File: src/rtl/flha_pkg.sv
// ============================================================================
// flha_pkg
// Shared types, constants and helpers of the free-list heap allocator.
// ============================================================================
`default_nettype none

package flha_pkg;

    // Heap geometry
    localparam int HEAP_UNITS = 65536;
    localparam int UNIT_SHIFT = 4;          // 16-byte units
    localparam int MIN_GROWTH = 4096;
    localparam int LOOP_CAP   = 2 * HEAP_UNITS + 4;

    // Widths
    localparam int IDX_W  = 16;             // header memory index
    localparam int POS_W  = 17;             // list position, sentinel is 0
    localparam int NU_W   = 18;             // units requested incl. header
    localparam int STEP_W = 18;             // walk step counter
    localparam int SIZE_W = 21;             // request bytes

    localparam logic [POS_W-1:0]  HEAP_POS_MAX = POS_W'(HEAP_UNITS);
    localparam logic [NU_W-1:0]   MIN_GROW_NU  = NU_W'(MIN_GROWTH);
    localparam logic [STEP_W-1:0] STEP_CAP     = STEP_W'(LOOP_CAP);

    // Request kinds
    localparam logic KIND_ALLOC = 1'b0;
    localparam logic KIND_FREE  = 1'b1;

    // Classified request handed from front to back
    typedef struct packed {
        logic             kind;
        logic [NU_W-1:0]  nunits;
        logic [IDX_W-1:0] bp;
    } req_t;

    // Queue status seen by the front and the back
    typedef struct packed {
        logic full;
        logic empty;
    } q_stat_t;

    typedef enum logic [3:0] {
        ST_IDLE,
        ST_A_FIRST,
        ST_A_CHECK,
        ST_A_SPLIT,
        ST_A_GROWN,
        ST_R_WALK,
        ST_R_B,
        ST_R_N,
        ST_R_P
    } state_t;

    // Position maps onto a header memory entry
    function automatic logic pos_valid(input logic [POS_W-1:0] pos);
        pos_valid = (pos != '0) && (pos <= HEAP_POS_MAX);
    endfunction

    function automatic logic [IDX_W-1:0] pos_idx(input logic [POS_W-1:0] pos);
        logic [POS_W-1:0] d;
        d       = pos - POS_W'(1);
        pos_idx = d[IDX_W-1:0];
    endfunction

endpackage

`default_nettype wire

File: src/rtl/flha_queue.sv
// ============================================================================
// flha_queue
// Two-entry request queue between the front and the back.
// ============================================================================
`default_nettype none

module flha_queue (
    input  wire logic                clk,
    input  wire logic                rst_n,
    input  wire logic                push,
    input  wire flha_pkg::req_t      push_req,
    input  wire logic                pop,
    output flha_pkg::req_t           head,
    output flha_pkg::q_stat_t        q_stat
);

    flha_pkg::req_t entry_reg [2];
    logic           wr_ptr_reg;
    logic           rd_ptr_reg;
    logic [1:0]     count_reg;
    logic [1:0]     count_next;

    // Occupancy
    always_comb
    begin
        count_next = count_reg + 2'(push) - 2'(pop);
    end

    always_ff @(posedge clk or negedge rst_n)
    begin
        if (!rst_n)
        begin
            wr_ptr_reg <= 1'b0;
            rd_ptr_reg <= 1'b0;
            count_reg  <= 2'd0;
        end
        else
        begin
            if (push)
                wr_ptr_reg <= ~wr_ptr_reg;
            if (pop)
                rd_ptr_reg <= ~rd_ptr_reg;
            count_reg <= count_next;
        end
    end

    // Storage
    always_ff @(posedge clk)
    begin
        if (push)
            entry_reg[wr_ptr_reg] <= push_req;
    end

    assign head         = entry_reg[rd_ptr_reg];
    assign q_stat.full  = count_reg[1];
    assign q_stat.empty = (count_reg == 2'd0);

endmodule

`default_nettype wire

File: config.mk
export PLATFORM = sky130hd
export DESIGN_NAME = flha_queue
export DESIGN_NICKNAME = d
export VERILOG_FILES = /design/src/rtl/flha_pkg.sv /design/src/rtl/flha_queue.sv
export SDC_FILE = /design/constraint.sdc
export NUM_CORES = 1
export LEC_CHECK = 0
export ABC_CLOCK_PERIOD_IN_PS = 2400
export BUFFER_PORTS_ARGS = -buffer_cell sky130_fd_sc_hd__buf_2
export CAP_MARGIN = 20
export CORE_MARGIN = 2
export CORE_UTILIZATION = 45
export DETAILED_ROUTE_END_ITERATION = 8
export PLACE_DENSITY = 0.72
export SLEW_MARGIN = 20
export SYNTH_ARGS = -nofsm -noshare
export SYNTH_HDL_FRONTEND = slang
export SYNTH_SLANG_ARGS = --single-unit
export TNS_END_PERCENT = 10
File: constraint.sdc
create_clock -name clk -period 2.4 [get_ports clk]
set_input_delay 0.24 -clock clk [delete_from_list [all_inputs] [get_ports clk]]
set_output_delay 0.24 -clock clk [all_outputs]
set_load 0.02 [all_outputs]
==> results.py <==
metrics = {
    "sta": {
        "rsz0062_at_grt": "no",
        "max_freq_ghz": 0.486,
        "setup_viol": 0,
        "post-route-period-util": 0.858,
        "slew_headroom": 0.669,
        "setup_tns_ns": 0,
        "period_needed_ns": 2.06,
        "finalMaxSlewViolations": 0,
        "hold_viol": 0,
        "finalClockSkew_ns": 0.00625,
        "worst_pin_slew_ns": 0.497,
    },
    "cts": {
        "cts_tree": "built",
        "cts.htree.levels": 3,
        "cts_root_buf": "clkbuf_8",
        "clk_pin_slew_ns": 0.07,
        "cts_sinks": 74,
        "cts_buffer_depth": 2,
        "clkLatencyLatePin_ns": 0.33,
        "numCtsBuffers": 9,
        "cts_setup_buffers": 0,
    },
    "place": {
        "dp_hpwl_mm": 2.75,
        "numPortBuffers": 75,
        "gp_congestion": 0.684,
    },
    "outcome": {
        "status": "complete, no violations",
    },
    "synthesis": {
        "synth.avg_cell_area_sq_um": 23.2,
        "synth_top_family_by_area": "multiplexers",
        "yosys.area_share.simple": 0.00566,
        "synthesis.area_sq_mm": 0.00287,
        "synth_adder_area_share": 0.00871,
        "synth_cell_types": 14,
        "yosysSeqAreaShare": 0.766,
        "synth_fp_nets": 165,
        "synth_mux_area_frac": 0.175,
        "synth_xor_area_frac": 0.0144,
        "synth_compound_area_frac": 0,
        "syn_inst": 124,
        "ys_ff_latch": 74,
        "ys.warnings.count": 0,
    },
    "power": {
        "power.leakage_uw": 0.00143,
        "p_seq_frac": 0.458,
        "total_power_uw": 4060,
        "pwr-share-clk": 0.189,
        "combPwrFrac": 0.353,
        "power_density_mw_per_mm2": 1170,
        "irDropWorstVdd_v": 0.000798,
        "p_switching_uw": 1300,
        "swShare": 0.319,
        "internal-power_uw": 2770,
    },
    "route": {
        "drc": 0,
        "routed_wl_mm": 4.13,
        "vias": 1365,
        "ant_nets": 0,
        "wl_per_cell_microns": 14.1,
        "dr.pass1.iters": 4,
        "routed_via_density": 4.66,
        "drt-initial-drc-count": 72,
    },
    "critical_path": {
        "worstPathCellList": "buf_4 -> mux2_4 -> buf_2",
        "worst_ep_required_time_ns": 2.16,
        "rrSetupSlack_ns": 1.03,
        "cp.depth": 3,
        "cp-start-kind": "register",
        "crit_family": "flip-flops",
        "crit_path_end_kind": "primary output",
        "setup.worst_path.class": "reg2out",
        "cp_slowest_cell": "dfrtp_2",
        "worstPathMaxFanout": 19,
        "reg2reg_to": "entry_reg[1][16]",
        "cp_num_buf_inv": 2,
        "r2r-start": "wr_ptr_reg",
        "critPathArrivalTime_ns": 1.82,
        "critPathMaxStageDelay_ns": 0.68,
        "worstRegToRegCells": 2,
    },
    "global_route": {
        "grt_pass1_vias": 1368,
        "antenna_found_initial": 0,
        "grt_first_pass_wirelength_mm": 6.41,
        "grt_start_max_net_pins": 36,
        "gr-total-overflow": 0,
        "track_usage": 0.123,
    },
    "floorplanning": {
        "die_h_microns": 83.9,
        "core-area_sq_mm": 0.00628,
        "start_util": 0.458,
        "io_pins": 76,
        "dieArea_sq_mm": 0.00704,
        "die_w_microns": 83.9,
        "fp-row-count": 29,
    },
    "hold_path": {
        "hold_path_end": "entry_reg[0][14]",
        "worstHoldPathCells": 1,
        "min_path_type": "in2reg",
        "min-delay-start": "push_req[14]",
    },
    "layout": {
        "layout_common_cells": "buf_2, edfxtp_1, mux2_4",
        "largest_reg_flops": 70,
        "layout-drive-gt1-share": 0.606,
        "antennaDiodeCount": 0,
        "layout_commonest_cell": "buf_2",
        "syn_to_final_growth_pct": 21.2,
        "nNetsFinal": 252,
    },
    "run": {
        "max_cap_violations": 0,
    },
}
[cell usage after synthesis]
cell / count / area, sq um
buf_12: 3 / 60.1
buf_6: 1 / 11.3
inv_1: 2 / 7.51
mux2_4: 29 / 435
buf_4: 1 / 7.51
xor2_1: 2 / 17.5
and2_1: 1 / 6.26
edfxtp_1: 70 / 2100
nor2b_1: 1 / 6.26
nor2_1: 1 / 3.75
ha_1: 2 / 25.0
mux2_2: 6 / 67.6
xor3_1: 1 / 23.8
dfrtp_1: 4 / 100
[per-layer routing]
metal	GRT usage	wire length (microns)	share of wire	vias to the layer above
met5	0	0	0	-
met4	0.0836	75	0.018	0
met3	0.0396	271	0.066	6
met2	0.198	2170	0.53	46
met1	0.140	1610	0.39	658
li1	-	-	-	655
[cell families (layout without fill, tap and decap cells)]
kind of cell	after synthesis	after routing
fa+ha+maj	2	2
flops	74	74
buf+inv	7	99
mux	35	35
simple gates	3	3
xor+xnor	3	3
[per-stage QoR]
step                       util  instances  cell area, sq um  hold slack (ns)  setup slack [ns]
final                     0.555        293              3480           0.0946             0.341
after global routing      0.555        293              3480           0.0674             0.232
after global placement    0.528        276              3310           0.0516             0.663
after detailed placement  0.528        276              3310           0.0577             0.661
after floorplan               -        124              2880          -0.0556             0.659
after CTS                 0.555        293              3480           0.0713             0.293
[worst max path at each step]
stage,startpoint,endpoint,slack (ns)
3_3_place_gp,rd_ptr_reg,head[6],0.66
4_1_cts,rd_ptr_reg,head[6],0.29
3_5_place_dp,rd_ptr_reg,head[6],0.66
5_1_grt,rd_ptr_reg,head[9],0.23
2_1_floorplan,wr_ptr_reg,entry_reg[0][0],0.66
6_report,rd_ptr_reg,head[6],0.34
[power by group through the flow]
| stage | Combinational, uW | Sequential, uW | Clock [uW] |
|---|---|---|---|
| floorplan | 1240 | 1810 | 0 |
| global placement | 1440 | 1890 | 0 |
| detailed placement | 1450 | 1900 | 0 |
| CTS | 1460 | 1870 | 805 |
| global route | 1530 | 1890 | 867 |
| finish | 1430 | 1860 | 767 |
[area by class of cell]
cell class | count | area [sq um]
fill | 498 | 2790
sequential | 74 | 2200
multi-input combinational | 43 | 594
timing repair buffer | 81 | 423
clock buffer | 9 | 124
tap | 77 | 96.3
clock inverter | 7 | 36.3
inverter | 2 | 7.51
[what timing repair did]
action / in CTS / in global routing
resized for setup: 0 / 0
endpoints found under the hold margin: 4 / 0
endpoints found under the setup margin: 0 / 0
hold buffers: 1 / 0
Note: power is estimated with default switching activity, not from simulation.
