**src/rtl/flha_pkg.sv**
```systemverilog
// ============================================================================
// flha_pkg
// Shared types, constants and helpers of the free-list heap allocator.
// ============================================================================
`default_nettype none

package flha_pkg;

    // Heap geometry
    localparam int HEAP_UNITS = 65536;
    localparam int UNIT_SHIFT = 4;          // 16-byte units
    localparam int MIN_GROWTH = 4096;
    localparam int LOOP_CAP   = 2 * HEAP_UNITS + 4;

    // Widths
    localparam int IDX_W  = 16;             // header memory index
    localparam int POS_W  = 17;             // list position, sentinel is 0
    localparam int NU_W   = 18;             // units requested incl. header
    localparam int STEP_W = 18;             // walk step counter
    localparam int SIZE_W = 21;             // request bytes

    localparam logic [POS_W-1:0]  HEAP_POS_MAX = POS_W'(HEAP_UNITS);
    localparam logic [NU_W-1:0]   MIN_GROW_NU  = NU_W'(MIN_GROWTH);
    localparam logic [STEP_W-1:0] STEP_CAP     = STEP_W'(LOOP_CAP);

    // Request kinds
    localparam logic KIND_ALLOC = 1'b0;
    localparam logic KIND_FREE  = 1'b1;

    // Classified request handed from front to back
    typedef struct packed {
        logic             kind;
        logic [NU_W-1:0]  nunits;
        logic [IDX_W-1:0] bp;
    } req_t;

    // Queue status seen by the front and the back
    typedef struct packed {
        logic full;
        logic empty;
    } q_stat_t;

    typedef enum logic [3:0] {
        ST_IDLE,
        ST_A_FIRST,
        ST_A_CHECK,
        ST_A_SPLIT,
        ST_A_GROWN,
        ST_R_WALK,
        ST_R_B,
        ST_R_N,
        ST_R_P
    } state_t;

    // Position maps onto a header memory entry
    function automatic logic pos_valid(input logic [POS_W-1:0] pos);
        pos_valid = (pos != '0) && (pos <= HEAP_POS_MAX);
    endfunction

    function automatic logic [IDX_W-1:0] pos_idx(input logic [POS_W-1:0] pos);
        logic [POS_W-1:0] d;
        d       = pos - POS_W'(1);
        pos_idx = d[IDX_W-1:0];
    endfunction

endpackage

`default_nettype wire

```
**src/rtl/flha_front.sv**
```systemverilog
// ============================================================================
// flha_front
// Accepts requests and classifies them: byte count to units plus header.
// ============================================================================
`default_nettype none

module flha_front (
    input  wire logic                        start,
    input  wire logic                        kind,
    input  wire logic [flha_pkg::SIZE_W-1:0] size_bytes,
    input  wire logic [flha_pkg::IDX_W-1:0]  address,
    input  wire flha_pkg::q_stat_t           q_stat,
    output logic                             busy,
    output logic                             push,
    output flha_pkg::req_t                   req
);

    logic [flha_pkg::NU_W-1:0] units;

    // ceil(bytes / unit) plus one header unit
    always_comb
    begin
        units = flha_pkg::NU_W'(size_bytes[flha_pkg::SIZE_W-1:flha_pkg::UNIT_SHIFT])
              + flha_pkg::NU_W'(|size_bytes[flha_pkg::UNIT_SHIFT-1:0])
              + flha_pkg::NU_W'(1);
    end

    assign busy       = q_stat.full;
    assign push       = start && !q_stat.full;
    assign req.kind   = kind;
    assign req.nunits = units;
    assign req.bp     = address;

endmodule

`default_nettype wire

```
**config.mk**
```make
export PLATFORM = sky130hd
export DESIGN_NAME = flha_front
export DESIGN_NICKNAME = d
export VERILOG_FILES = /design/src/rtl/flha_pkg.sv /design/src/rtl/flha_front.sv
export SDC_FILE = /design/constraint.sdc
export NUM_CORES = 1
export LEC_CHECK = 0
export BUFFER_PORTS_ARGS = -buffer_cell sky130_fd_sc_hd__buf_2
export CAP_MARGIN = 20
export CORE_MARGIN = 2
export CORE_UTILIZATION = 30
export DETAILED_ROUTE_END_ITERATION = 6
export PLACE_DENSITY = 0.86
export SYNTH_ARGS = -nofsm -noshare
export SYNTH_HDL_FRONTEND = slang
export SYNTH_SLANG_ARGS = --single-unit
```
**constraint.sdc**
```tcl
create_clock -name vclk -period 3.5
set_clock_uncertainty 0.1 [all_clocks]
set_input_delay 1.05 -clock vclk [all_inputs]
set_output_delay 1.05 -clock vclk [all_outputs]
set_load 0.005 [all_outputs]
```
==> run summary <==
Ranked by total cell area, the synthesized netlist is headed by sky130_fd_sc_hd__buf_4, sky130_fd_sc_hd__xor2_1, sky130_fd_sc_hd__nor4_1, sky130_fd_sc_hd__xnor2_1, sky130_fd_sc_hd__ha_1. The worst-path maximum fanout came out at 5. Setup repair after global routing could not meet its margin everywhere. The max-capacitance violation count is 0.

The highest clock rate is 283 MHz. The via count of the first global-routing pass came out at 443. The number of nets with antenna violations after detailed routing is 0. The maximum cell stage delay along the critical path is 0.29 ns. The number of placement rows came out at 14.

The worst hold slack came out at 2.00 ns. The number of antenna violations at the first check in global routing came to 0. The standard cell area after detailed placement is 593 um^2. The sequential area share after synthesis is 0%. The cell that appears most often on the critical path is sky130_fd_sc_hd__ha_4. Routability-driven placement finished with a final weighted congestion of 0.802. The overall power is 0.0665 mW.

Data on the critical path arrives at its endpoint at 2.39 ns. Wires add up to 1350 um. In this run the mean area of a mapped cell was 6.83 um^2.

The post-DP HPWL is 1120 um. The starting density of the core is 31.7%. In this run the worst hold path is classified as input port to output port. The number of buffers inserted by hold repair at cts is 0. The net count reported at finish is 143.

The final number of setup-violating endpoints is 3. The wire length on met2 came out at 716 um. The final critical-path share of the clock period is 101%. The transition time at the pin with the least slew margin came out at 0.362 ns. The minimum clock period came out at 3.54 ns. The checks that failed: negative setup slack. The sum of overflow across all layers after global routing came out at 0.

The post-detailed-route via-to-cell ratio is 5.02. The run finished, with violations left. The routed design uses 155 um of met3 wire. The share of the synthesized area in the top cell type is 28.3%.

After detailed routing, the number of remaining DRC violations is 0. The synthesized netlist occupies a cell area of 478 um^2. The detailed router finished its first iteration with 3 violations.

The number of top-level pins is 78. The floorplan step defined a die boundary enclosing 0.00193 mm^2. The final cell count without fillers is 114. The worst-case headroom to the max-slew limit came out at 75.7%. Across all setup checks in the final design, the least slack found is -0.0366 ns. The maximum number of pins on one net before global-route repair is 7. The post-placement cell count is 113.

By instance count, the leading cell after synthesis is sky130_fd_sc_hd__buf_4. The signal on the critical path passes through buf_6 > nor4_4 > ha_4 > inv_2 > ha_4 > nand4_1 > nor4_1 > xor2_1 > buf_2. The number of iterations in the first detailed-routing pass came out at 4. The all-layer global routing usage came out at 11.5%. Across the VDD grid, the largest voltage drop is 0.0495 mV.

The total count of hold-check failures in the final report came to 0. The final-layout clock buffer total came out at 0. After detailed routing, the average wire length per cell comes to 11.8 um. STA classifies the critical path startpoint as an input port. With fillers left out, the area of the finished cells amounts to 713 um^2.

The die extent in x is 43.9 um. The register cell area after layout is 0 um^2. The count of flip-flops and latches came out at 0. The synthesized net count came out at 113. The routed metal-1 wirelength came out at 461 um. The count of final max-slew check failures is 0. The number of instances in the synthesized netlist is 70. The total inserted antenna cells came out at 0. The global-route wire length before repair came out at 1810 um. The placeable core region is 0.00151 mm^2. The proportion of layout cells with a drive suffix above 1 is 59.2%. Summed over all instances, the cell type with the most area after synthesis is sky130_fd_sc_hd__buf_4. STA classifies the critical path endpoint as an output port.

In this run the power density over the cells is 93.3 mW/mm^2. The master of the slowest instance on the critical path is sky130_fd_sc_hd__nor4_4. Setup total negative slack on the finished layout was measured at -0.0686 ns. Counting distinct cell types in the post-synthesis netlist gives 16. The layout-stage area growth over the synthesis result came out at 49.2%. Counting instances in the post-synthesis netlist gives the leading cell types as sky130_fd_sc_hd__buf_4, sky130_fd_sc_hd__xor2_1, sky130_fd_sc_hd__nor4_1.

The highest metal layer used by the detailed router is met4. The leakage power is 0.341 nW. The die boundary height is 43.9 um. The core occupancy in the finished layout came out at 47.3%. The total of buffers placed on input and output ports is 43. The number of warning messages in the yosys log is 0.

The via total after detailed routing came out at 572. The setup slack after placement is -0.105 ns. The critical path in this run is classified as input port to output port. The required time of the worst setup path is 2.35 ns.

The total of fill cells in the finished design came out at 144.
## kinds of logic (layout without fill, tap and decap cells)
| logic type | Yosys count | count (layout) | synth area share, % |
|---|---|---|---|
| adders and majority gates | 2 | 2 | 5.23 |
| buffers and inverters | 23 | 51 | 32.2 |
| and+or+nand+nor | 30 | 30 | 35.1 |
| xor gates and xnor gates | 15 | 15 | 27.5 |
## critical path, delay by kind of cell
kind / cells / cell delay, ns
XOR/XNOR: 1 / 0.15
AND/OR/NAND/NOR: 3 / 0.58
buffers and inverters: 3 / 0.27
adder cells (fa/ha/maj): 2 / 0.32
## worst paths after layout
check,start,endpoint,cells after the start
hold / removal,address[1],req[1],0
setup / recovery,size_bytes[1],req[30],9
## layout by cell type (no fill, tap or decap)
| cell | instances |
|---|---|
| sky130_fd_sc_hd__and2_1 | 1 |
| sky130_fd_sc_hd__buf_2 | 38 |
| sky130_fd_sc_hd__buf_4 | 2 |
| sky130_fd_sc_hd__buf_6 | 5 |
| sky130_fd_sc_hd__buf_8 | 1 |
| sky130_fd_sc_hd__ha_4 | 2 |
| sky130_fd_sc_hd__inv_1 | 3 |
| sky130_fd_sc_hd__inv_2 | 2 |
| sky130_fd_sc_hd__nand2_1 | 4 |
| sky130_fd_sc_hd__nand3_1 | 4 |
| sky130_fd_sc_hd__nand3b_1 | 1 |
| sky130_fd_sc_hd__nand4_1 | 3 |
| sky130_fd_sc_hd__nand4_2 | 1 |
| sky130_fd_sc_hd__nand4b_1 | 1 |
| sky130_fd_sc_hd__nor2_1 | 4 |
| sky130_fd_sc_hd__nor2b_1 | 1 |
| sky130_fd_sc_hd__nor3_1 | 1 |
| sky130_fd_sc_hd__nor3_2 | 3 |
| sky130_fd_sc_hd__nor4_1 | 2 |
| sky130_fd_sc_hd__nor4_2 | 3 |
| sky130_fd_sc_hd__nor4_4 | 1 |
| sky130_fd_sc_hd__xnor2_1 | 4 |
| sky130_fd_sc_hd__xor2_1 | 11 |
## layout make-up
| cell class | count | area, um^2 | area share [%] |
|---|---|---|---|
| inverters | 5 | 18.8 | 2.63 |
| multi-input cells | 47 | 398 | 55.8 |
| well taps | 16 | 20.0 | 2.81 |
| repair buffers | 46 | 277 | 38.8 |
## report_power, final
group	total [mW]	leakage [nW]	internal [mW]	switching, mW
registers	0	0	0	0
clock network	0	0	0	0
logic	0.0665	0.341	0.0348	0.0317
total	0.0665	0.341	0.0348	0.0317
## per-layer routing
| metal | GRT usage [%] | up-vias |
|---|---|---|
| met5 | 0 | - |
| met3 | 1.25 | 4 |
| met1 | 13.1 | 251 |
| li1 | - | 279 |
| met2 | 22.9 | 38 |
| met4 | 1.21 | 0 |
## what timing repair did
action | CTS | global route
setup buffers | 0 | 1
cloned | 0 | 0
resized for setup | 8 | 13
endpoints found under the hold margin | 0 | 0
pin swaps | 3 | 3
setup endpoints to repair | 10 | 13
No activity file was read; power rests on OpenSTA's default activity.
